`src/assert_macros.svh`:
```
// Assertion macros used by the top-level RTL file.
`ifndef ASSERT_MACROS_SVH
`define ASSERT_MACROS_SVH
`ifndef NO_ASSERTIONS
`define ASSERT_RST(lbl, clk, rst, prop, msg) \
  lbl: assert property (@(posedge clk) disable iff (rst) prop) else $error(msg);
`define ASSERT_IMPLY(lbl, clk, rst, ante, cons, msg) \
  lbl: assert property (@(posedge clk) disable iff (rst) ante |-> cons) else $error(msg);
`define ASSERT_NEXT(lbl, clk, rst, ante, cons, msg) \
  lbl: assert property (@(posedge clk) disable iff (rst) ante |=> cons) else $error(msg);
`else
`define ASSERT_RST(lbl, clk, rst, prop, msg)
`define ASSERT_IMPLY(lbl, clk, rst, ante, cons, msg)
`define ASSERT_NEXT(lbl, clk, rst, ante, cons, msg)
`endif
`endif

```
`src/lspf_mod_cell.sv`:
```
// One restoring step of the index-modulo-stride chain.
module lspf_mod_cell #(
  parameter int IDX_W = 11,
  parameter int BIT   = 0
) (
  input  logic             clk,
  input  logic             rst,
  input  logic             en,
  input  logic [7:0]       stride,
  input  logic             in_valid,
  input  logic [IDX_W-1:0] in_idx,
  input  logic [15:0]      in_range,
  input  logic [7:0]       in_rem,
  output logic             out_valid,
  output logic [IDX_W-1:0] out_idx,
  output logic [15:0]      out_range,
  output logic [7:0]       out_rem
);

  logic [8:0] shifted;
  logic [8:0] rem_next;

  always_comb begin
    shifted  = {in_rem, in_idx[BIT]};
    rem_next = (shifted >= {1'b0, stride}) ? shifted - {1'b0, stride} : shifted;
  end

  always_ff @(posedge clk) begin
    if (rst) begin
      out_valid <= 1'b0;
    end else if (en) begin
      out_valid <= in_valid;
    end
    if (en) begin
      out_idx   <= in_idx;
      out_range <= in_range;
      out_rem   <= rem_next[7:0];
    end
  end

endmodule

```
`config.mk`:
```
export PLATFORM = sky130hd
export DESIGN_NAME = lspf_mod_cell
export DESIGN_NICKNAME = d
export VERILOG_FILES = /design/src/assert_macros.svh /design/src/lspf_mod_cell.sv
export SDC_FILE = /design/constraint.sdc
export NUM_CORES = 1
export LEC_CHECK = 0
export CORE_MARGIN = 1
export CORE_UTILIZATION = 55
export DETAILED_ROUTE_END_ITERATION = 8
export DONT_BUFFER_PORTS = 1
export MAX_ROUTING_LAYER = met4
export PLACE_DENSITY = 0.7
export SLEW_MARGIN = 30
export SYNTH_ARGS = -nofsm -noshare
export SYNTH_HDL_FRONTEND = slang
export SYNTH_SLANG_ARGS = --single-unit
```
`constraint.sdc`:
```
create_clock -name clk -period 5.7 [get_ports clk]
set_input_delay 0.285 -clock clk [delete_from_list [all_inputs] [get_ports clk]]
set_output_delay 0.285 -clock clk [all_outputs]
set_load 0.01 [all_outputs]
```
Yosys cells after proc, flatten, opt, wreduce, memory -nomap -nowiden:

Index checks and enable logic that the tools add are counted.

* flip-flop bits (word level): 36
* input bits: 47
* output and inout bits: 36

* $add $sub $neg: 1
* $lt $le $gt $ge: 1
* muxes and demuxes: 1

Operator list (number)
* $ge A9 B8 Y1: 1
* $mux W8: 1
* $sub A8 B8 Y8: 1

Depth between registers and ports, before layout:

* depth in word-level cells: 2
* gate-level depth with buffers: 8
* depth with buffers taken out: 8

Worst setup path after synthesis:

Ideal clock, no wire load.

* kind: input-to-reg
* from: in stride[6]
* to: reg out_rem[2], data pin
* arrival: 1.798 ns
* slack: 3.641 ns
* cell stages on the path: 7
* buffers on the path: 1
* cells stage by stage: inv_1 -> ha_1 -> a21o_1 -> a2111oi_2 -> o21a_1 -> buf_6 -> mux2_4

* longest elaborated chain between the ends: 2

RTL lines
* start: declaration: line lspf_mod_cell.sv:9 `input logic [7:0] stride,`
* $ge A9 B8 Y1: line lspf_mod_cell.sv:25 `rem_next = (shifted >= {1'b0, stride}) ? shifted - {1'b0, stride} : shifted;`
* $mux W8: line lspf_mod_cell.sv:25
* named net rem_next[2]: line lspf_mod_cell.sv:21 `logic [8:0] rem_next;`
* end signal: assignment: line lspf_mod_cell.sv:37 `out_rem <= rem_next[7:0];`
* end: declaration: line lspf_mod_cell.sv:17 `output logic [7:0] out_rem`

The timed path passes the listed nets, and every way through them passes these cells.
A chain may end at the register's enable or synchronous reset.

Worst setup path in the final report:

* from: in stride[6]
* to: reg out_rem[7], data pin

* longest elaborated chain between the ends: 2
* elaborated cells on any way between the ends: 3

RTL lines (line)
* $sub A8 B8 Y8 or $ge A9 B8 Y1 (tied branches): lspf_mod_cell.sv:25
* $mux W8 (*): lspf_mod_cell.sv:25
* named net rem_next[7]: lspf_mod_cell.sv:21

The timed path passes the listed nets; every way through them passes the cells marked *.

==> flow_summary_export.csv <==
group,metric,value,unit
cts,clock_latency,310,ps
yosys,yosys_warnings,0,
yosys,synth_ff_type,"edfxtp_1",
cts,clk_pin_slew_worst_paths,90,ps
die,die_x,56.1,µm
timing,finalHoldViolations,0,
final_layout,synthToLayoutAreaGrowth,5.12,%
run,cap_violations,0,
timing,skew,0,ps
global_routing,antenna_found_initial,0,
placed_design,io_buffer_count,0,
worst_setup_path,r2r_cells,2,
power,intPower,0.399,mW
detailed_routing,vias,853,
cts,cts_setup_buffers,0,
die,top_level_ports,83,
yosys,ys_ff_latch,36,
global_routing,grt_pass1_wl,3.34,mm
cts,numCtsBuffers,5,
power,clockPowerShare,21.3,%
cts,h-tree-depth,2,
worst_setup_path,cp-start-kind,"input pin",
timing,whs,58.8,ps
die,start_util,58.4,%
worst_setup_path,end_kind,"flop",
placed_design,hpwlAfterDp,1.85,mm
power,ir_drop,0.226,mV
die,dieArea,3150,µm²
detailed_routing,routedWlPerCell,16.8,µm
final_layout,fillerInstances,204,
run_status,run_status,"complete, no violations",
min_path,hold_path_class,"in2reg",
global_routing,grt_max_degree,37,
yosys,async_flop_share,0,%
timing,fin_crit_sh,35.3,%
cts,cts_tree,"yes",
timing,rsz0062_at_grt,"false",
yosys,synth_edf_count,35,
yosys,ys_seq_area_share,66.5,%
timing,fmax,497,MHz
yosys,avgSynthCellArea,15.6,µm²
cts,ctsRootBufferMaster,"clkbuf_4",
global_routing,grt_pass1_vias,729,
power,switching_share,22.8,%
timing,tightest_slew,462,ps
final_layout,seq_area,1070,µm²
timing,period_minus_slack,2010,ps
global_routing,track_usage,15.1,%
timing,slew_headroom,69.2,%
timing,setup_viol,0,
power,p_comb_share,12.2,%
final_layout,multi_input_area,488,µm²
detailed_routing,dr.pass1.iters,4,
final_layout,final_cell_area,1690,µm²
cts,clock-sinks,36,
final_layout,drive_gt1_share,13.6,%
min_path,hold_path_end,"out_range[11]",
min_path,hold_depth,0,
power,p_switching,0.118,mW
global_routing,grt-ovfl-total,0,
power,seq_power_share,66.4,%
detailed_routing,viasPerCell,6.05,
cts,ctsHoldBuffers,0,
die,die_y,56.1,µm
worst_setup_path,cp_max_fo,8,
detailed_routing,first_iter_violations,19,
worst_setup_path,rrSetupSlack,5070,ps
power,total_power,0.517,mW
power,powerDensity,305,nW/µm²
worst_setup_path,crit_arrival,2090,ps
worst_setup_path,rr_startpoint,"out_valid",
final_layout,nets,166,
die,rows,19,
yosys,syn-cell-area,1610,µm²
worst_setup_path,cp.required,5780,ps
placed_design,place_congestion,0.772,
cts,clockBufferDepth,2,
cts,cts_resized,0,
final_layout,num_antenna_cells,0,
yosys,syn_inst,103,
min_path,min_from,"in_range[11]",
worst_setup_path,critPathKind,"in2reg",
die,core,2760,µm²
worst_setup_path,worstReg2RegEnd,"out_valid",
yosys,synth_cell_types,28,
power,p_leak,0.655,nW
timing,fin_setup_tns,0,ps
placed_design,detailed_place.area,1640,µm²
detailed_routing,antenna_left,0,
detailed_routing,wl,2.36,mm
timing,maxSlewViolCount,0,
detailed_routing,route.detailed.drc,0,
yosys,syn_nets,159,
state kept, by name (all words and copies together) (netlist names):
signal	count
out_range	16
out_rem	8
out_valid	1
out_idx	11
synth_stat cells, types with 3 or more instances:
cell type	number	area [µm²]
nor2_1	5	18.8
xnor2_1	3	26.3
mux2i_1	3	30.0
inv_1	11	41.3
edfxtp_1	35	1050
mux2_4	6	90.1
ha_1	8	100
nor3_1	3	15.0
nand2b_1	3	18.8
logic make-up after synthesis:
kind of cell             synth area share (%)
XOR/XNOR                                 1.63
AO/OA/AOI/OAI                            7.69
flip-flops                               66.5
multiplexers                             7.45
AND/OR/NAND/NOR                          6.06
adder cells (fa/ha/maj)                  7.45
buffers and inverters                    3.26
final cells by class:
| class | count | area share (%) |
|---|---|---|
| Clock buffer | 5 | 2.22 |
| Multi-Input combinational cell | 55 | 28.8 |
| Sequential cell | 36 | 63.2 |
| Clock inverter | 2 | 0.443 |
| Tap cell | 31 | 2.29 |
| Inverter | 11 | 2.44 |
| Timing Repair Buffer | 1 | 0.591 |
power by group through the flow:
stage                     clock network [mW]  registers, mW  logic (mW)
final                                  0.110          0.343      0.0633
after global routing                   0.125          0.345      0.0696
after CTS                              0.115          0.344      0.0627
after detailed placement                   0          0.350      0.0622
after global placement                     0          0.349      0.0601
after floorplan                            0          0.346      0.0556
metrics by stage:
step	std cells	utilization [%]	worst slack [ps]
finish	141	61.4	3690
global route	141	61.4	3620
CTS	140	61.1	3720
detailed placement	133	59.4	3350
global placement	133	59.4	3430
floorplan	103	-	3640
critical path, cell delays in order:
cell and delay [ps]:
inv_1 20, ha_1 350, a21o_1 240, a2111oi_2 380
o21a_1 470, mux2_4 340
routing by layer:
layer	vias to the layer above	track usage, %	share of wire [%]
met5	-	-	0
met2	50	25.9	56
li1	401	-	-
met4	0	7.67	0.97
met1	398	13.2	34
met3	4	8.37	8.8
cells in the final DEF (no fill, tap or decap), types with 2 or more instances in the layout:
cell type	n
xnor2_1	3
inv_1	11
nor3b_1	2
a21o_1	2
edfxtp_1	35
o21a_1	2
a21oi_1	2
nand2b_1	3
nand3_1	2
o21ai_0	2
nor2_1	5
nand2_1	2
clkbuf_4	5
nor3_1	3
ha_1	8
mux2_4	6
clkinv_1	2
mux2i_1	3
worst max path at each step:
stage / to / start / slack [ps] / cells after the start
after floorplan: out_rem[2] / stride[6] / 3640 / 7
after global placement: out_rem[4] / stride[6] / 3430 / 6
after detailed placement: out_rem[5] / stride[6] / 3350 / 6
after CTS: out_rem[5] / stride[6] / 3720 / 6
after global routing: out_rem[5] / stride[6] / 3620 / 6
final: out_rem[7] / stride[6] / 3690 / 6
Note: power is estimated with default switching activity, not from simulation.
