### config.mk
export PLATFORM = sky130hd
export DESIGN_NAME = lspf_cordic_cell
export DESIGN_NICKNAME = d
export VERILOG_FILES = /design/src/assert_macros.svh /design/src/lspf_pkg.sv /design/src/lspf_cordic_cell.sv
export SDC_FILE = /design/constraint.sdc
export NUM_CORES = 1
export LEC_CHECK = 0
export BUFFER_PORTS_ARGS = -buffer_cell sky130_fd_sc_hd__buf_2
export CORE_UTILIZATION = 25
export CTS_CLUSTER_DIAMETER = 100
export DETAILED_ROUTE_END_ITERATION = 7
export GPL_TIMING_DRIVEN = 0
export PLACE_DENSITY = 0.43
export SYNTH_ARGS = -nofsm -noshare
export SYNTH_HDL_FRONTEND = slang
export SYNTH_SLANG_ARGS = --single-unit
### constraint.sdc
create_clock -name clk -period 4 [get_ports clk]
set_input_delay 0.8 -clock clk [delete_from_list [all_inputs] [get_ports clk]]
set_output_delay 0.8 -clock clk [all_outputs]
set_load 0.1 [all_outputs]
### src/assert_macros.svh
// Assertion macros used by the top-level RTL file.
`ifndef ASSERT_MACROS_SVH
`define ASSERT_MACROS_SVH
`ifndef NO_ASSERTIONS
`define ASSERT_RST(lbl, clk, rst, prop, msg) \
  lbl: assert property (@(posedge clk) disable iff (rst) prop) else $error(msg);
`define ASSERT_IMPLY(lbl, clk, rst, ante, cons, msg) \
  lbl: assert property (@(posedge clk) disable iff (rst) ante |-> cons) else $error(msg);
`define ASSERT_NEXT(lbl, clk, rst, ante, cons, msg) \
  lbl: assert property (@(posedge clk) disable iff (rst) ante |=> cons) else $error(msg);
`else
`define ASSERT_RST(lbl, clk, rst, prop, msg)
`define ASSERT_IMPLY(lbl, clk, rst, ante, cons, msg)
`define ASSERT_NEXT(lbl, clk, rst, ante, cons, msg)
`endif
`endif

### src/lspf_pkg.sv
// Shared types, constants and helper functions of the scan point filter.
package lspf_pkg;

  localparam int PI_Q13        = 25736;
  localparam int HALF_PI_Q13   = 12868;
  localparam int TWO_PI_Q13    = 51472;
  // multiple of two pi that lifts any raw angle sum above zero
  localparam int ANGLE_OFFSET  = 843317248;
  localparam int DIV_SHIFT     = 47;
  localparam logic [31:0] RECIP_TWO_PI = 32'((64'd1 << DIV_SHIFT) / 64'(TWO_PI_Q13));
  localparam logic [29:0] GAIN_Q30 = 30'd652032874;

  localparam int MAX_BOUNDS = 4;
  localparam int XY_W       = 34;
  localparam int Z_W        = 33;
  localparam int SIDX_W     = 11;
  localparam int ATAN_LEN   = 24;

  localparam logic signed [31:0] ATAN_Q30 [ATAN_LEN] = '{
    32'sd843314857, 32'sd497837829, 32'sd263043837, 32'sd133525159,
    32'sd67021687,  32'sd33543516,  32'sd16775851,  32'sd8388437,
    32'sd4194283,   32'sd2097149,   32'sd1048576,   32'sd524288,
    32'sd262144,    32'sd131072,    32'sd65536,     32'sd32768,
    32'sd16384,     32'sd8192,      32'sd4096,      32'sd2048,
    32'sd1024,      32'sd512,       32'sd256,       32'sd128
  };

  localparam logic [2:0] REG_ANGLE_START   = 3'd0;
  localparam logic [2:0] REG_ANGLE_STEP    = 3'd1;
  localparam logic [2:0] REG_MIN_RANGE     = 3'd2;
  localparam logic [2:0] REG_SAMPLE_STRIDE = 3'd3;
  localparam logic [2:0] REG_BOUND_COUNT   = 3'd4;
  localparam logic [2:0] REG_IGNORE_BOUNDS = 3'd5;

  typedef struct packed {
    logic [15:0] angle_start;
    logic [13:0] angle_step;
    logic [15:0] min_range;
    logic [7:0]  sample_stride;
    logic [2:0]  bound_count;
    logic [63:0] ignore_bounds;
  } cfg_t;

  // true when |angle| falls strictly inside a bound pair or past a trailing odd bound
  function automatic logic angle_ignored(logic [15:0] mag, logic [2:0] count,
                                         logic [63:0] bounds);
    logic [2:0] n;
    logic hit;
    n = (count > 3'(MAX_BOUNDS)) ? 3'(MAX_BOUNDS) : count;
    hit = 1'b0;
    for (int i = 0; i + 1 < MAX_BOUNDS; i += 2) begin
      if ((3'(i + 1) < n) && (bounds[16*i +: 16] < mag) && (mag < bounds[16*(i+1) +: 16]))
        hit = 1'b1;
    end
    for (int i = 0; i < MAX_BOUNDS; i++) begin
      if (n[0] && (3'(i + 1) == n) && (bounds[16*i +: 16] < mag))
        hit = 1'b1;
    end
    return hit;
  endfunction

  // round Q14 to integer, undo the half-turn rotation, clamp
  function automatic logic [16:0] finish(logic signed [XY_W-1:0] v, logic flip);
    logic signed [XY_W-1:0] r;
    logic signed [XY_W-1:0] sat_max;
    logic signed [XY_W-1:0] sat_min;
    sat_max = XY_W'(65535);
    sat_min = XY_W'(-65535);
    r = (v + XY_W'(8192)) >>> 14;
    if (flip)
      r = -r;
    if (r > sat_max)
      r = sat_max;
    else if (r < sat_min)
      r = sat_min;
    return r[16:0];
  endfunction

endpackage

### src/lspf_cordic_cell.sv
// One rotation step of the CORDIC chain.
module lspf_cordic_cell #(
  parameter int IDX_W = 11,
  parameter int STAGE = 0
) (
  input  logic                              clk,
  input  logic                              rst,
  input  logic                              en,
  input  logic                              in_valid,
  input  logic [IDX_W-1:0]                  in_idx,
  input  logic                              in_flip,
  input  logic signed [lspf_pkg::XY_W-1:0]  in_x,
  input  logic signed [lspf_pkg::XY_W-1:0]  in_y,
  input  logic signed [lspf_pkg::Z_W-1:0]   in_z,
  output logic                              out_valid,
  output logic [IDX_W-1:0]                  out_idx,
  output logic                              out_flip,
  output logic signed [lspf_pkg::XY_W-1:0]  out_x,
  output logic signed [lspf_pkg::XY_W-1:0]  out_y,
  output logic signed [lspf_pkg::Z_W-1:0]   out_z
);

  localparam logic signed [lspf_pkg::Z_W-1:0] ATAN =
    lspf_pkg::Z_W'(lspf_pkg::ATAN_Q30[STAGE]);

  logic signed [lspf_pkg::XY_W-1:0] dx;
  logic signed [lspf_pkg::XY_W-1:0] dy;

  always_comb begin
    dx = in_y >>> STAGE;
    dy = in_x >>> STAGE;
  end

  always_ff @(posedge clk) begin
    if (rst) begin
      out_valid <= 1'b0;
    end else if (en) begin
      out_valid <= in_valid;
    end
    if (en) begin
      out_idx  <= in_idx;
      out_flip <= in_flip;
      if (!in_z[lspf_pkg::Z_W-1]) begin
        out_x <= in_x - dx;
        out_y <= in_y + dy;
        out_z <= in_z - ATAN;
      end else begin
        out_x <= in_x + dx;
        out_y <= in_y - dy;
        out_z <= in_z + ATAN;
      end
    end
  end

endmodule

After elaboration in Yosys (flattened, before gate mapping) --
Cells that the tools add are included.
Word-level totals: flip-flop bits (word level) 114, bits in latches 0, RAM bits 0, ROM bits 0, bits of input ports 117, output and inout bits 114, word-level logic and storage cells 14, memories 0
Operators by class: add/sub/neg operators 5, $mul 0, divide/modulo/power cells 0, order comparisons 0, eq/ne operators 0, shift operators 0, multiplexer cells 3, bitwise logic cells 0, reduce and logical (&&, ||, !) cells 0
Operators by type and width (count):
- 2-to-1 mux 34 bit | 2
- subtractor 34 bit | 2
- adder 34 bit | 1
- adder 33 x 31 -> 33 bit, second input constant | 1
- 2-to-1 mux 33 bit | 1
- subtractor 33 x 31 -> 33 bit, second input constant | 1

Depth between registers and ports, before layout --
depth after elaboration 2, mapped depth 13, depth with buffers taken out 12

Least setup slack after synthesis --
No wires, ideal clock.
kind input port to flip-flop, start point input port in_z[32] in the netlist's numbering, end point register out_z[30] in the netlist's numbering, data pin, library setup time 265 ps, arrival time 3776 ps, data required time 3735 ps, path slack -41 ps, stages 13, path buffers 2, cell sequence clkbuf_1 inv_1 clkbuf_1 ha_1 nor2b_1 o31ai_1 a211oi_1 o31ai_1 o21ai_1 and2_1 a31oi_1 o21ai_0 xor2_1
Between the ends: word-level cells in the longest chain between the ends 1
RTL lines:
- from (decl) | line lspf_cordic_cell.sv:14 | input logic signed [lspf_pkg::Z_W-1:0] in_z,
- 2-to-1 mux 33 bit | line lspf_cordic_cell.sv:43 | if (!in_z[lspf_pkg::Z_W-1]) begin
- to (signal assigned) | line lspf_cordic_cell.sv:46 | out_z <= in_z - ATAN;
- to (signal assigned) | line lspf_cordic_cell.sv:50 | out_z <= in_z + ATAN;
- to (decl) | line lspf_cordic_cell.sv:20 | output logic signed [lspf_pkg::Z_W-1:0] out_z
No other way between the ends. A chain may end at the register's enable or synchronous reset.

Worst setup path after layout --
start point input port in_x[7] in the netlist's numbering, end point register out_y[23] in the netlist's numbering, data pin
Between the ends: word-level cells in the longest chain between the ends 2, elaborated cells on any way between the ends 3, classes of those cells add/sub: 2; mux: 1
RTL lines:
- from (decl) | line lspf_cordic_cell.sv:12 | input logic signed [lspf_pkg::XY_W-1:0] in_x,
- adder 34 bit or subtractor 34 bit (tied branches) | line lspf_cordic_cell.sv:45, lspf_cordic_cell.sv:49
- 2-to-1 mux 34 bit (*) | line lspf_cordic_cell.sv:43
- to (signal assigned) | line lspf_cordic_cell.sv:45 | out_y <= in_y + dy;
- to (signal assigned) | line lspf_cordic_cell.sv:49 | out_y <= in_y - dy;
- to (decl) | line lspf_cordic_cell.sv:19 | output logic signed [lspf_pkg::XY_W-1:0] out_y,
Every way passes the cells marked *; elsewhere a longest branch is shown, timed or not.

==> flow_metrics.py <==
metrics = {
    "outcome": {
        "outcome": "complete, no violations",
    },
    "logic_synthesis": {
        "ys_ff_latch": 113,
        "netlist_area_um2": 10700,
        "synth_area_leaders": "edfxtp_1 31%, ha_1 15%, a21oi_1 6.5%",
        "yosysTopAreaCellShare_pct": 31.4,
        "synth_ff_type": "edfxtp_1",
        "ys_warn_count": 0,
        "synthTopCellsByCount": "139 x a21oi_1, 130 x ha_1, 114 x inv_1, 112 x edfxtp_1, 110 x nor2_1",
        "synth_top_cell_by_area": "edfxtp_1",
        "syn_inst": 1213,
        "syn-num-nets": 1464,
        "synth_cell_types": 78,
        "synth_edf_count": 112,
        "synth_most_common_cell": "a21oi_1",
        "synth_sequential_area_ratio_pct": 31.6,
        "avgSynthCellArea_um2": 8.82,
        "synthArstFlopShare_pct": 0,
    },
    "critical_path": {
        "end_kind": "register",
        "crit_type": "primary input to register",
        "start_kind": "primary input",
        "cp_slowest_cell": "o21ai_1",
        "required_ps": 4220,
        "crit_chain": "buf_2 > inv_1 > ha_1 > nor3_1 > and2_1 > a311o_1 > o21ai_1 > o21ai_0 > a21oi_1 > o21bai_1 > o21ai_0 > xnor2_1",
        "cpMostUsedCell": "o21ai_0",
        "critPathArrivalTime_ps": 4100,
        "crit_fanout": 7,
        "cpPeakStageDelay_ps": 660,
    },
    "clock_network": {
        "ctsHoldBuffers": 0,
        "cts_tree": "built",
        "cts_buffer_depth": 2,
        "cts_sinks": 113,
        "post_cts_buffers": 0,
        "clk_pin_slew_ps": 60,
        "clk_latency_ps": 450,
        "htree_num_levels": 4,
        "tritoncts.num_buffers": 17,
        "cts_root_buffer": "clkbuf_16",
    },
    "routing": {
        "vias_per_cell": 5.01,
        "drt_pass1_iterations": 5,
        "wl_per_cell_um": 19.7,
        "drc": 0,
        "vias": 10089,
        "wirelength_mm": 39.7,
        "antenna_left": 0,
        "drt_iter0_drc": 605,
    },
    "power_and_ir_drop": {
        "leakagePower_nw": 5.77,
        "power_density_nw_per_um2": 477,
        "vdd_drop_max_v": 0.000239,
    },
    "place": {
        "dp.final_hpwl_mm": 31.0,
        "port_buffers": 230,
        "placed_cells": 1983,
        "gp_congestion": 0.901,
    },
    "sta": {
        "maxSlewViolCount": 0,
        "clock_skew_ps": 0,
        "whs_ps": 486,
        "worstMarginPinSlew_ps": 1000,
        "totalNegativeSetupSlack_ps": 0,
        "slew_headroom_pct": 33.0,
        "rsz0062_at_grt": "no",
        "period_minus_slack_ps": 3880,
        "hold_violations": 0,
        "min_period_over_period_pct": 97.0,
        "max_freq_ghz": 0.258,
        "finalSetupViolations": 0,
    },
    "layout": {
        "nNetsFinal": 1713,
        "drive_above_1_share_pct": 20.3,
        "layout.cells.non_filler": 2014,
        "n_antenna_cell": 0,
        "syn2layout_area_growth_pct": 23.7,
    },
    "grt": {
        "antenna_found_initial": 0,
        "grt_max_degree": 87,
        "grt_pass1_vias": 10017,
        "grt_pass1_wl_mm": 59.4,
        "grt_usage_pct": 18.0,
        "overflow": 0,
    },
    "floorplan": {
        "fp.dieH_um": 209,
        "design.core.area_um2": 42000,
        "die_w_um": 209,
        "io_pins": 231,
        "start_util_pct": 25.4,
        "core.rowCount": 75,
        "die_area_um2": 43600,
    },
    "hold_path": {
        "hp-class": "register to register",
    },
    "run": {
        "cap_violations": 0,
    },
}
cells by family (layout without fill, tap and decap cells):
kind of cell	after synthesis	in the layout	synth area share, %
adder cells (fa/ha/maj)	134	134	16.0
multiplexers	14	14	1.31
AO/OA/AOI/OAI	417	417	25.2
AND/OR/NAND/NOR	286	286	12.8
XOR/XNOR	89	89	7.29
flip-flops	113	113	31.6
buffers and inverters	160	422	5.85
worst max-delay path: cells and delay by family:
kind,cells,cell delay [ps]
adders and majority gates,1,430
AOI/OAI and AO/OA,6,2160
and+or+nand+nor,2,300
buffers and inverters,2,160
xor gates and xnor gates,1,260
report_power, final:
| part | total (mW) | internal [mW] | switching, mW | leakage (nW) |
|---|---|---|---|---|
| sequential | 1.60 | 1.55 | 0.0475 | 1.10 |
| combinational | 2.95 | 0.651 | 2.30 | 4.37 |
| clock | 1.76 | 1.10 | 0.664 | 0.298 |
| total | 6.31 | 3.30 | 3.01 | 5.77 |
worst paths after layout:
check	from	endpoint	slack [ps]	depth (start not counted)
worst max-delay path	in_x[7]	out_y[23]	120	12
worst min register to register	out_valid	out_valid	490	2
worst max register to register	out_valid	out_valid	3420	2
worst min-delay path	out_valid	out_valid	490	2
cells in the final DEF, fill, tap and decap left out, types with 54 or more instances in the layout:
cell type  netlist  routed
buf_2           14     242
a21oi_1        139     139
ha_1           130     130
inv_1          114     114
edfxtp_1       112     112
nor2_1         110     110
o21ai_0         81      81
xnor2_1         78      78
nand2_1         54      54
routing by layer:
layer,share of wire (%),wire (um),vias to the layer above,track usage [%]
met4,2.1,824,0,6.26
met2,47,18700,336,30.3
li1,-,-,4906,-
met3,5.2,2080,48,3.17
met1,46,18100,4799,23.2
met5,0,0,-,0
stage by stage:
stage	area [um2]	power [mW]	setup WS [ps]	util, %
global route	13200	6.57	42.8	31.5
finish	13200	6.31	120	31.5
floorplan	10700	3.91	197	-
detailed placement	12600	4.56	-1490	29.9
global placement	12500	4.57	-1510	29.8
CTS	13200	6.37	91.4	31.4
registers in the layout (all words and copies together), names as in the netlist:
| name | flops |
|---|---|
| out_z | 33 |
| out_x | 34 |
| out_flip | 1 |
| out_idx | 11 |
| out_valid | 1 |
| out_y | 33 |
what timing repair did:
| action | CTS | global route |
|---|---|---|
| pin swaps | 0 | 1 |
| endpoints found under the setup margin | 21 | 8 |
| gates resized for setup | 4 | 6 |
area by class of cell:
class                      instances  area [um2]
sequential                       113        3380
clock inverter                    15         214
buffer                            40         185
timing repair buffer             231        1190
tap                              539         674
fill                            4501       28800
clock buffer                      17         425
multi-input combinational        940        6710
inverter                         119         447
(Power assumes the default switching activity.)
