===== config.mk =====
export PLATFORM = sky130hd
export DESIGN_NAME = lspf_angle_pipe
export DESIGN_NICKNAME = d
export VERILOG_FILES = /design/src/assert_macros.svh /design/src/lspf_pkg.sv /design/src/lspf_angle_pipe.sv
export SDC_FILE = /design/constraint.sdc
export NUM_CORES = 2
export LEC_CHECK = 0
export CAP_MARGIN = 10
export CORE_ASPECT_RATIO = 1.1
export CORE_UTILIZATION = 64
export CTS_CLUSTER_SIZE = 28
export DETAILED_ROUTE_END_ITERATION = 8
export DONT_BUFFER_PORTS = 1
export HOLD_SLACK_MARGIN = 0.05
export PLACE_DENSITY = 0.8
export REMOVE_ABC_BUFFERS = 1
export SLEW_MARGIN = 20
export SYNTH_ARGS = -nofsm -noshare
export SYNTH_HDL_FRONTEND = slang
export SYNTH_SLANG_ARGS = --single-unit

===== constraint.sdc =====
create_clock -name clk -period 8.5 [get_ports clk]
set_input_delay 2.125 -clock clk [delete_from_list [all_inputs] [get_ports clk]]
set_output_delay 2.125 -clock clk [all_outputs]
set_load 0.02 [all_outputs]

===== src/assert_macros.svh =====
// Assertion macros used by the top-level RTL file.
`ifndef ASSERT_MACROS_SVH
`define ASSERT_MACROS_SVH
`ifndef NO_ASSERTIONS
`define ASSERT_RST(lbl, clk, rst, prop, msg) \
  lbl: assert property (@(posedge clk) disable iff (rst) prop) else $error(msg);
`define ASSERT_IMPLY(lbl, clk, rst, ante, cons, msg) \
  lbl: assert property (@(posedge clk) disable iff (rst) ante |-> cons) else $error(msg);
`define ASSERT_NEXT(lbl, clk, rst, ante, cons, msg) \
  lbl: assert property (@(posedge clk) disable iff (rst) ante |=> cons) else $error(msg);
`else
`define ASSERT_RST(lbl, clk, rst, prop, msg)
`define ASSERT_IMPLY(lbl, clk, rst, ante, cons, msg)
`define ASSERT_NEXT(lbl, clk, rst, ante, cons, msg)
`endif
`endif


===== src/lspf_pkg.sv =====
// Shared types, constants and helper functions of the scan point filter.
package lspf_pkg;

  localparam int PI_Q13        = 25736;
  localparam int HALF_PI_Q13   = 12868;
  localparam int TWO_PI_Q13    = 51472;
  // multiple of two pi that lifts any raw angle sum above zero
  localparam int ANGLE_OFFSET  = 843317248;
  localparam int DIV_SHIFT     = 47;
  localparam logic [31:0] RECIP_TWO_PI = 32'((64'd1 << DIV_SHIFT) / 64'(TWO_PI_Q13));
  localparam logic [29:0] GAIN_Q30 = 30'd652032874;

  localparam int MAX_BOUNDS = 4;
  localparam int XY_W       = 34;
  localparam int Z_W        = 33;
  localparam int SIDX_W     = 11;
  localparam int ATAN_LEN   = 24;

  localparam logic signed [31:0] ATAN_Q30 [ATAN_LEN] = '{
    32'sd843314857, 32'sd497837829, 32'sd263043837, 32'sd133525159,
    32'sd67021687,  32'sd33543516,  32'sd16775851,  32'sd8388437,
    32'sd4194283,   32'sd2097149,   32'sd1048576,   32'sd524288,
    32'sd262144,    32'sd131072,    32'sd65536,     32'sd32768,
    32'sd16384,     32'sd8192,      32'sd4096,      32'sd2048,
    32'sd1024,      32'sd512,       32'sd256,       32'sd128
  };

  localparam logic [2:0] REG_ANGLE_START   = 3'd0;
  localparam logic [2:0] REG_ANGLE_STEP    = 3'd1;
  localparam logic [2:0] REG_MIN_RANGE     = 3'd2;
  localparam logic [2:0] REG_SAMPLE_STRIDE = 3'd3;
  localparam logic [2:0] REG_BOUND_COUNT   = 3'd4;
  localparam logic [2:0] REG_IGNORE_BOUNDS = 3'd5;

  typedef struct packed {
    logic [15:0] angle_start;
    logic [13:0] angle_step;
    logic [15:0] min_range;
    logic [7:0]  sample_stride;
    logic [2:0]  bound_count;
    logic [63:0] ignore_bounds;
  } cfg_t;

  // true when |angle| falls strictly inside a bound pair or past a trailing odd bound
  function automatic logic angle_ignored(logic [15:0] mag, logic [2:0] count,
                                         logic [63:0] bounds);
    logic [2:0] n;
    logic hit;
    n = (count > 3'(MAX_BOUNDS)) ? 3'(MAX_BOUNDS) : count;
    hit = 1'b0;
    for (int i = 0; i + 1 < MAX_BOUNDS; i += 2) begin
      if ((3'(i + 1) < n) && (bounds[16*i +: 16] < mag) && (mag < bounds[16*(i+1) +: 16]))
        hit = 1'b1;
    end
    for (int i = 0; i < MAX_BOUNDS; i++) begin
      if (n[0] && (3'(i + 1) == n) && (bounds[16*i +: 16] < mag))
        hit = 1'b1;
    end
    return hit;
  endfunction

  // round Q14 to integer, undo the half-turn rotation, clamp
  function automatic logic [16:0] finish(logic signed [XY_W-1:0] v, logic flip);
    logic signed [XY_W-1:0] r;
    logic signed [XY_W-1:0] sat_max;
    logic signed [XY_W-1:0] sat_min;
    sat_max = XY_W'(65535);
    sat_min = XY_W'(-65535);
    r = (v + XY_W'(8192)) >>> 14;
    if (flip)
      r = -r;
    if (r > sat_max)
      r = sat_max;
    else if (r < sat_min)
      r = sat_min;
    return r[16:0];
  endfunction

endpackage


===== src/lspf_angle_pipe.sv =====
// Angle generation, wrap into one turn, masking and CORDIC seed.
module lspf_angle_pipe #(
  parameter int IDX_W = 11
) (
  input  logic                           clk,
  input  logic                           rst,
  input  logic                           en,
  input  lspf_pkg::cfg_t                 cfg,
  input  logic                           in_valid,
  input  logic [IDX_W-1:0]               in_idx,
  input  logic [15:0]                    in_range,
  input  logic [7:0]                     in_rem,
  output logic                           out_valid,
  output logic [IDX_W-1:0]               out_idx,
  output logic                           out_flip,
  output logic signed [lspf_pkg::XY_W-1:0] out_x,
  output logic signed [lspf_pkg::Z_W-1:0]  out_z
);

  localparam int PROD_W = IDX_W + 15;
  localparam int SUM_W  = 34;

  logic                     v1, v2, v3, v4, v5;
  logic [IDX_W-1:0]         i1, i2, i3, i4, i5;
  logic [15:0]              r1, r2, r3, r4, r5;
  logic [29:0]              x2, x3, x4, x5;
  logic signed [PROD_W-1:0] p1;
  logic [45:0]              g1;
  logic [31:0]              u2, u3;
  logic [15:0]              q3;
  logic [16:0]              m4;
  logic signed [15:0]       a5;

  logic signed [SUM_W-1:0]  sum2;
  logic [63:0]              mq;
  logic [16:0]              wr;
  logic [15:0]              mag;
  logic                     drop;
  logic signed [15:0]       a6;
  logic                     flip6;

  always_comb begin
    sum2 = SUM_W'($signed(cfg.angle_start)) + SUM_W'(p1) + SUM_W'(lspf_pkg::PI_Q13)
         + SUM_W'(lspf_pkg::ANGLE_OFFSET);
    mq   = 64'(u2) * 64'(lspf_pkg::RECIP_TWO_PI);
    wr   = (m4 >= 17'(lspf_pkg::TWO_PI_Q13)) ? m4 - 17'(lspf_pkg::TWO_PI_Q13) : m4;
    mag  = a5[15] ? 16'(-a5) : 16'(a5);
    drop = lspf_pkg::angle_ignored(mag, cfg.bound_count, cfg.ignore_bounds)
         || (r5 < cfg.min_range);
    if (a5 > 16'sd12868) begin
      a6    = a5 - 16'(lspf_pkg::PI_Q13);
      flip6 = 1'b1;
    end else if (a5 < -16'sd12868) begin
      a6    = a5 + 16'(lspf_pkg::PI_Q13);
      flip6 = 1'b1;
    end else begin
      a6    = a5;
      flip6 = 1'b0;
    end
  end

  always_ff @(posedge clk) begin
    if (rst) begin
      v1 <= 1'b0;
      v2 <= 1'b0;
      v3 <= 1'b0;
      v4 <= 1'b0;
      v5 <= 1'b0;
      out_valid <= 1'b0;
    end else if (en) begin
      v1 <= in_valid && (in_rem == 8'd0);
      v2 <= v1;
      v3 <= v2;
      v4 <= v3;
      v5 <= v4;
      out_valid <= v5 && !drop;
    end
    if (en) begin
      // raw angle and gain-scaled range
      p1 <= PROD_W'($signed(cfg.angle_step)) * PROD_W'($signed({1'b0, in_idx}));
      g1 <= 46'(in_range) * 46'(lspf_pkg::GAIN_Q30);
      i1 <= in_idx;
      r1 <= in_range;
      // biased to nonnegative, then floor divide by two pi via reciprocal
      u2 <= sum2[31:0];
      x2 <= 30'((g1 + 46'd32768) >> 16);
      i2 <= i1;
      r2 <= r1;
      q3 <= mq[62:47];
      u3 <= u2;
      x3 <= x2;
      i3 <= i2;
      r3 <= r2;
      m4 <= 17'(u3 - 32'(q3) * 32'(lspf_pkg::TWO_PI_Q13));
      x4 <= x3;
      i4 <= i3;
      r4 <= r3;
      // quotient can be one short: final correction here
      a5 <= 16'(wr - 17'(lspf_pkg::PI_Q13));
      x5 <= x4;
      i5 <= i4;
      r5 <= r4;
      out_idx  <= i5;
      out_flip <= flip6;
      out_x    <= lspf_pkg::XY_W'(x5);
      out_z    <= {a6, 17'b0};
    end
  end

endmodule


# == After elaboration in Yosys (flattened, before gate mapping) ==
# Index checks and enable logic that the tools add are counted.
# op_classes
mul,4
magnitude_cmp,13
shift,0
add_sub_neg,10
div,0
bitwise,0
eq_ne,4
n_mux,12
n_reduce_logical,17
# op_table
operator,n
$lt 16x16->1,7
$mux 16,4
$mul 32x30->61 const B,1
$add 46x16->46 const B,1
$mul 16x29->45 const B,1
$add 28x31->32 const B,1
$sub 16x16->16 const B,2
$add 27x16->28 const B,1
$add 16x26->27,1
$mul 14x12->26,1
$ge 17x16->1 const B,1
$sub 17x17->17,1
$add 16x16->16 const B,1
$gt 16x15->1 const B,1
$lt 16x15->1 const B,1
$mul 16x12->13 const B,1
$neg 16->16,1
$sub 16x15->16 const B,1
$logic_and 1x1->1,14
$logic_not 8->1,1
$mux 1,7
$eq 2x3->1 const A,2
$eq 1x3->1 const A,1
$eq 3x3->1 const A,1
other kinds (6),6
# totals
elab_cells,91
input_bits,160
mem_count,0
rom_bits,0
out_inout_bits,80
ramBits,0
ff_bits,488
latchBits,0

# == Longest topological paths before layout ==
# logic_depth
depth_word,14
ltp_mapped,24
ltp_nobuf,24

# == Worst setup path before layout ==
# Ideal clock, no wire load.
# synth_timing
path_type,input to register
start,input port in_range[8]
end,"register g1[39], data pin"
slack_ps,887
required_ps,8238
arrival_time_ps,7350
cell_stages,18
path_buffers,0
setup_ps,262
path_cell_list,ha_1 > inv_1 > fa_1 > fa_1 > fa_1 > inv_1 > fa_1 > fa_1 > ha_1 > a21o_1 > a21o_1 > a221o_1 > a31oi_1 > a21boi_0 > a221oi_1 > o31a_1 > o21bai_1 > xor2_1
# synth_via
elab_chain_cells,1
# synth_lines
element,line_no,rtl
start: declaration,lspf_angle_pipe.sv:11,"input logic [15:0] in_range,"
$mul 16x29->45,lspf_angle_pipe.sv:81,g1 <= 46'(in_range) * 46'(lspf_pkg::GAIN_Q30);
end signal: assignment,lspf_angle_pipe.sv:81,
end: declaration,lspf_angle_pipe.sv:28,logic [45:0] g1;
# Every way passes these cells.
# A chain may end at the register's enable or synchronous reset.

# == Final worst setup path ==
# layout_timing
start,register u2[10]
end,"register q3[9], data pin"
# layout_via
elab_chain_cells,1
# layout_lines
element,line_no,rtl
start: declaration,lspf_angle_pipe.sv:29,"logic [31:0] u2, u3;"
start signal: assignment,lspf_angle_pipe.sv:85,u2 <= sum2[31:0];
$mul 32x30->61,lspf_angle_pipe.sv:45,mq = 64'(u2) * 64'(lspf_pkg::RECIP_TWO_PI);
net mq[56],lspf_angle_pipe.sv:35,logic [63:0] mq;
end signal: assignment,lspf_angle_pipe.sv:89,q3 <= mq[62:47];
end: declaration,lspf_angle_pipe.sv:30,logic [15:0] q3;
# The timed path passes the listed nets, and every way through them passes these cells.

==> results.md <==
- The total wire length after detailed routing is 104000 um.
- The pin slew with the least headroom to its limit is 2.24 ns.
- The count of state elements after synthesis is 471.
- The worst setup path is of the reg -> reg kind.
- For this design the top-level I/O count stands at 240.
- In this design, the largest share of critical-path delay is due to adder cells.
- In the layout the commonest cells are sky130_fd_sc_hd__inv_1 (1058), sky130_fd_sc_hd__ha_1 (710), sky130_fd_sc_hd__fa_1 (699).
- From synthesis to final layout, the design area changed by 5.80%.
- The area taken by multi-input logic gates is 30500 um^2.
- Summing all placed instances gives a cell area of 49900 um^2.
- Setup slack on the worst reg-to-reg path comes out at 0.60 ns.
- The clock period minus worst slack is 7.90 ns.
- The deepest clock path buffer count is 3.
- The post-detailed-route wirelength per cell is 19.7 um.
- Clock tree synthesis inserted a total of 49 buffers.
- Setup repair after global routing left no endpoint under its margin.
- Before antenna repair, the detailed router went through 7 iterations.
- The fraction of registers with async set/reset is 0.
- The relative max-transition margin is -0.494.
- The number of DRC markers in iteration 0 is 1666.
- The checks that failed: slew limit.
- The critical path goes through inv_1, fa_1, fa_1, fa_1, fa_1, inv_1, fa_1, fa_1, fa_1, ha_1, ha_1, nand4_1, nor2_1, a211oi_1, o311ai_0, o41ai_1, nand2_1, o21ai_0, o21bai_1, xor2_1.
- CTS built an H-tree with a depth of 2.
- Data on the critical path is required at its endpoint by 8.84 ns.
- The worst setup path is captured at a register.
- The worst-case setup margin in the final layout is 0.604 ns.
- Yosys printed 0 warnings.
- The routed via count is 29.7k.
- The type of the tightest min-delay check is reg -> reg.
- The number of enable-type register cells in the synthesized netlist is 465.
- The first global-routing pass estimated 169000 um of wire.
- The number of standard-cell rows in the floorplan is 105.
- The die outline area is 77300 um^2.
- Summed over all layers, the global routing overflow is 0.
- The mean cell area of the mapped netlist is 11.6 um^2.
- The worst setup path is launched from a register.
- The die is 265 um wide.
- Across the routed clock network, the largest skew measured is 0.0303 ns.
- The final net count is 5803.
- Of the available clock period, the critical path in the final layout requires 0.929.
- Clock-pin slew was measured on the worst setup and hold paths at 0.07 ns.
- In the final layout, the share of cells above drive strength 1 is 0.0274.
- The filler cells instantiated in the layout total 5313.
- The post-layout utilization of the core is 0.688.
- Among all stages on the critical path, the largest delay is contributed by sky130_fd_sc_hd__edfxtp_1.
- The cell area that synthesis handed to floorplanning was 48800 um^2.
- The unique cell type count in the Yosys netlist is 76.
- The worst-case setup slack after placement is 0.135 ns.
- The number of buffers inserted by port buffering is 0.
- Summed over all failing endpoints, the final setup total negative slack is 0 ns.
- The most used flip-flop cell after synthesis is sky130_fd_sc_hd__edfxtp_1.
- The largest incremental delay on the critical path is 0.70 ns.
- The endpoint arrival time on the critical path is 8.24 ns.
- The leading cell type in the layout, fill and taps excluded is sky130_fd_sc_hd__inv_1.
- Of all nets on the critical path, the largest fanout is 7.
- Measured along the y axis, the die boundary spans 292 um.
- The run finished, with violations left.
- The most repeated library cell on the critical path is sky130_fd_sc_hd__fa_1.
- The clock tree from TritonCTS is done.
- The max-slew violation count is 316.
- CTS placed an instance of sky130_fd_sc_hd__clkbuf_16 at the clock tree root.
- Buffers added to address setup during post-CTS repair amount to 0.
- The number of max-cap violations is 0.
- The number of gates resized after cts is 0.
- The number of global-route vias before repair came to 32.3k.
- The starting density of the core is 0.650.
- Using the TritonRoute via totals, the vias-per-cell ratio works out to 5.61.
- For this run, the register share of the synthesized area comes to 0.289.
- The number of clock sinks is 471.
- After clock tree synthesis, the flow added hold-fix buffers numbering 0.
- The post-DP HPWL is 85700 um.
- Clock latency on the worst-skew pair, taken at its later pin, is 0.62 ns.
- The final weighted congestion in routability-driven placement is 1.03.
- The number of antenna violations at the first check in global routing came to 4.
- The core region is 75000 um^2.
- With fillers left out, the area of the finished cells amounts to 51600 um^2.
- The buffer and inverter count on the worst path is 2.
- The maximum clock rate is 127 MHz.
- The largest net degree at the start of global routing is 473.
- The number of standard cells after synthesis is 4220.
- The remaining antenna violation count is 0.
- Across every metal layer, demand over resource in global routing totals 0.284.
- Setup violations remaining at the end of the flow were counted as 0.
- Across the whole layout, storage elements account for 14100 um^2.
- For this run, design rule violations remaining after detail routing come to 0.
- The final hold violation count came to 0.
state kept, by name (all words and copies together) (netlist names), 16 cells and up:
register,count
a5,16
g1,31
m4,17
out_x,30
out_z,16
p1,26
r1,16
r2,16
r3,16
r4,16
r5,16
u2,32
u3,17
x2,30
x3,30
x4,30
x5,30
through the flow:
step,cells,hold WS [ns]
2_1_floorplan,4170,0.400
3_3_place_gp,5199,0.400
3_5_place_dp,5199,0.405
4_1_cts,5291,0.414
5_1_grt,5293,0.421
6_report,5293,0.412
cells in the mapped netlist, drive strengths merged (11+ instances only):
| library cell | instances | area, um^2 |
|---|---|---|
| nor3 | 26 | 130 |
| a21o | 60 | 450 |
| a211oi | 17 | 133 |
| nor2 | 100 | 375 |
| xnor2 | 140 | 1230 |
| fa | 699 | 14000 |
| and3 | 19 | 119 |
| nor2b | 23 | 144 |
| nand2b | 19 | 119 |
| nand4 | 28 | 175 |
| and2 | 89 | 557 |
| ha | 710 | 8880 |
| edfxtp | 465 | 14000 |
| o21a | 21 | 158 |
| o21bai | 15 | 113 |
| buf | 28 | 191 |
| a21oi | 131 | 656 |
| clkbuf | 43 | 161 |
| nand2 | 171 | 642 |
| xor2 | 55 | 482 |
| inv | 1058 | 3970 |
| o21ai | 81 | 405 |
| a31oi | 17 | 106 |
| nand3 | 48 | 240 |
| or2 | 11 | 68.8 |
area by class of cell:
cell class              instances  area share
clock buffers                  53      0.0240
inverters                    1058      0.0769
flip-flops and latches        471       0.273
diodes                          2   0.0000970
repair buffers                 13     0.00189
multi-input cells            2641       0.590
clock inverters                39     0.00950
well taps                    1016      0.0246
cells by family after synthesis:
| group | Yosys count | synth area share |
|---|---|---|
| fa+ha+maj | 1409 | 0.469 |
| buf+inv | 1129 | 0.0886 |
| simple gates | 568 | 0.0580 |
| flops | 471 | 0.289 |
| compound gates | 437 | 0.0585 |
| xor+xnor | 195 | 0.0350 |
| mux | 10 | 0.00208 |
| other cells | 1 | 0.0000769 |
routing by layer:
layer  vias to the layer above  part of all wire  track usage  wire length, um
li1                      13600                 -            -                -
met1                     14800              0.36        0.323            37900
met2                       891              0.52        0.515            54600
met3                       331             0.055       0.0478             5780
met4                         4             0.057        0.137             5910
met5                         -           0.00026            0               27
worst paths after layout:
| path | start | endpoint | cells after the start |
|---|---|---|---|
| setup / recovery | u2[10] | q3[9] | 20 |
| hold / removal | x2[17] | x3[17] | 0 |
| setup reg to reg | u2[10] | q3[9] | 20 |
| hold reg to reg | x2[17] | x3[17] | 0 |
Power is left out: the tool's default activity adds up to more than one toggle a clock period on the data nets, which glitch-free logic cannot reach.
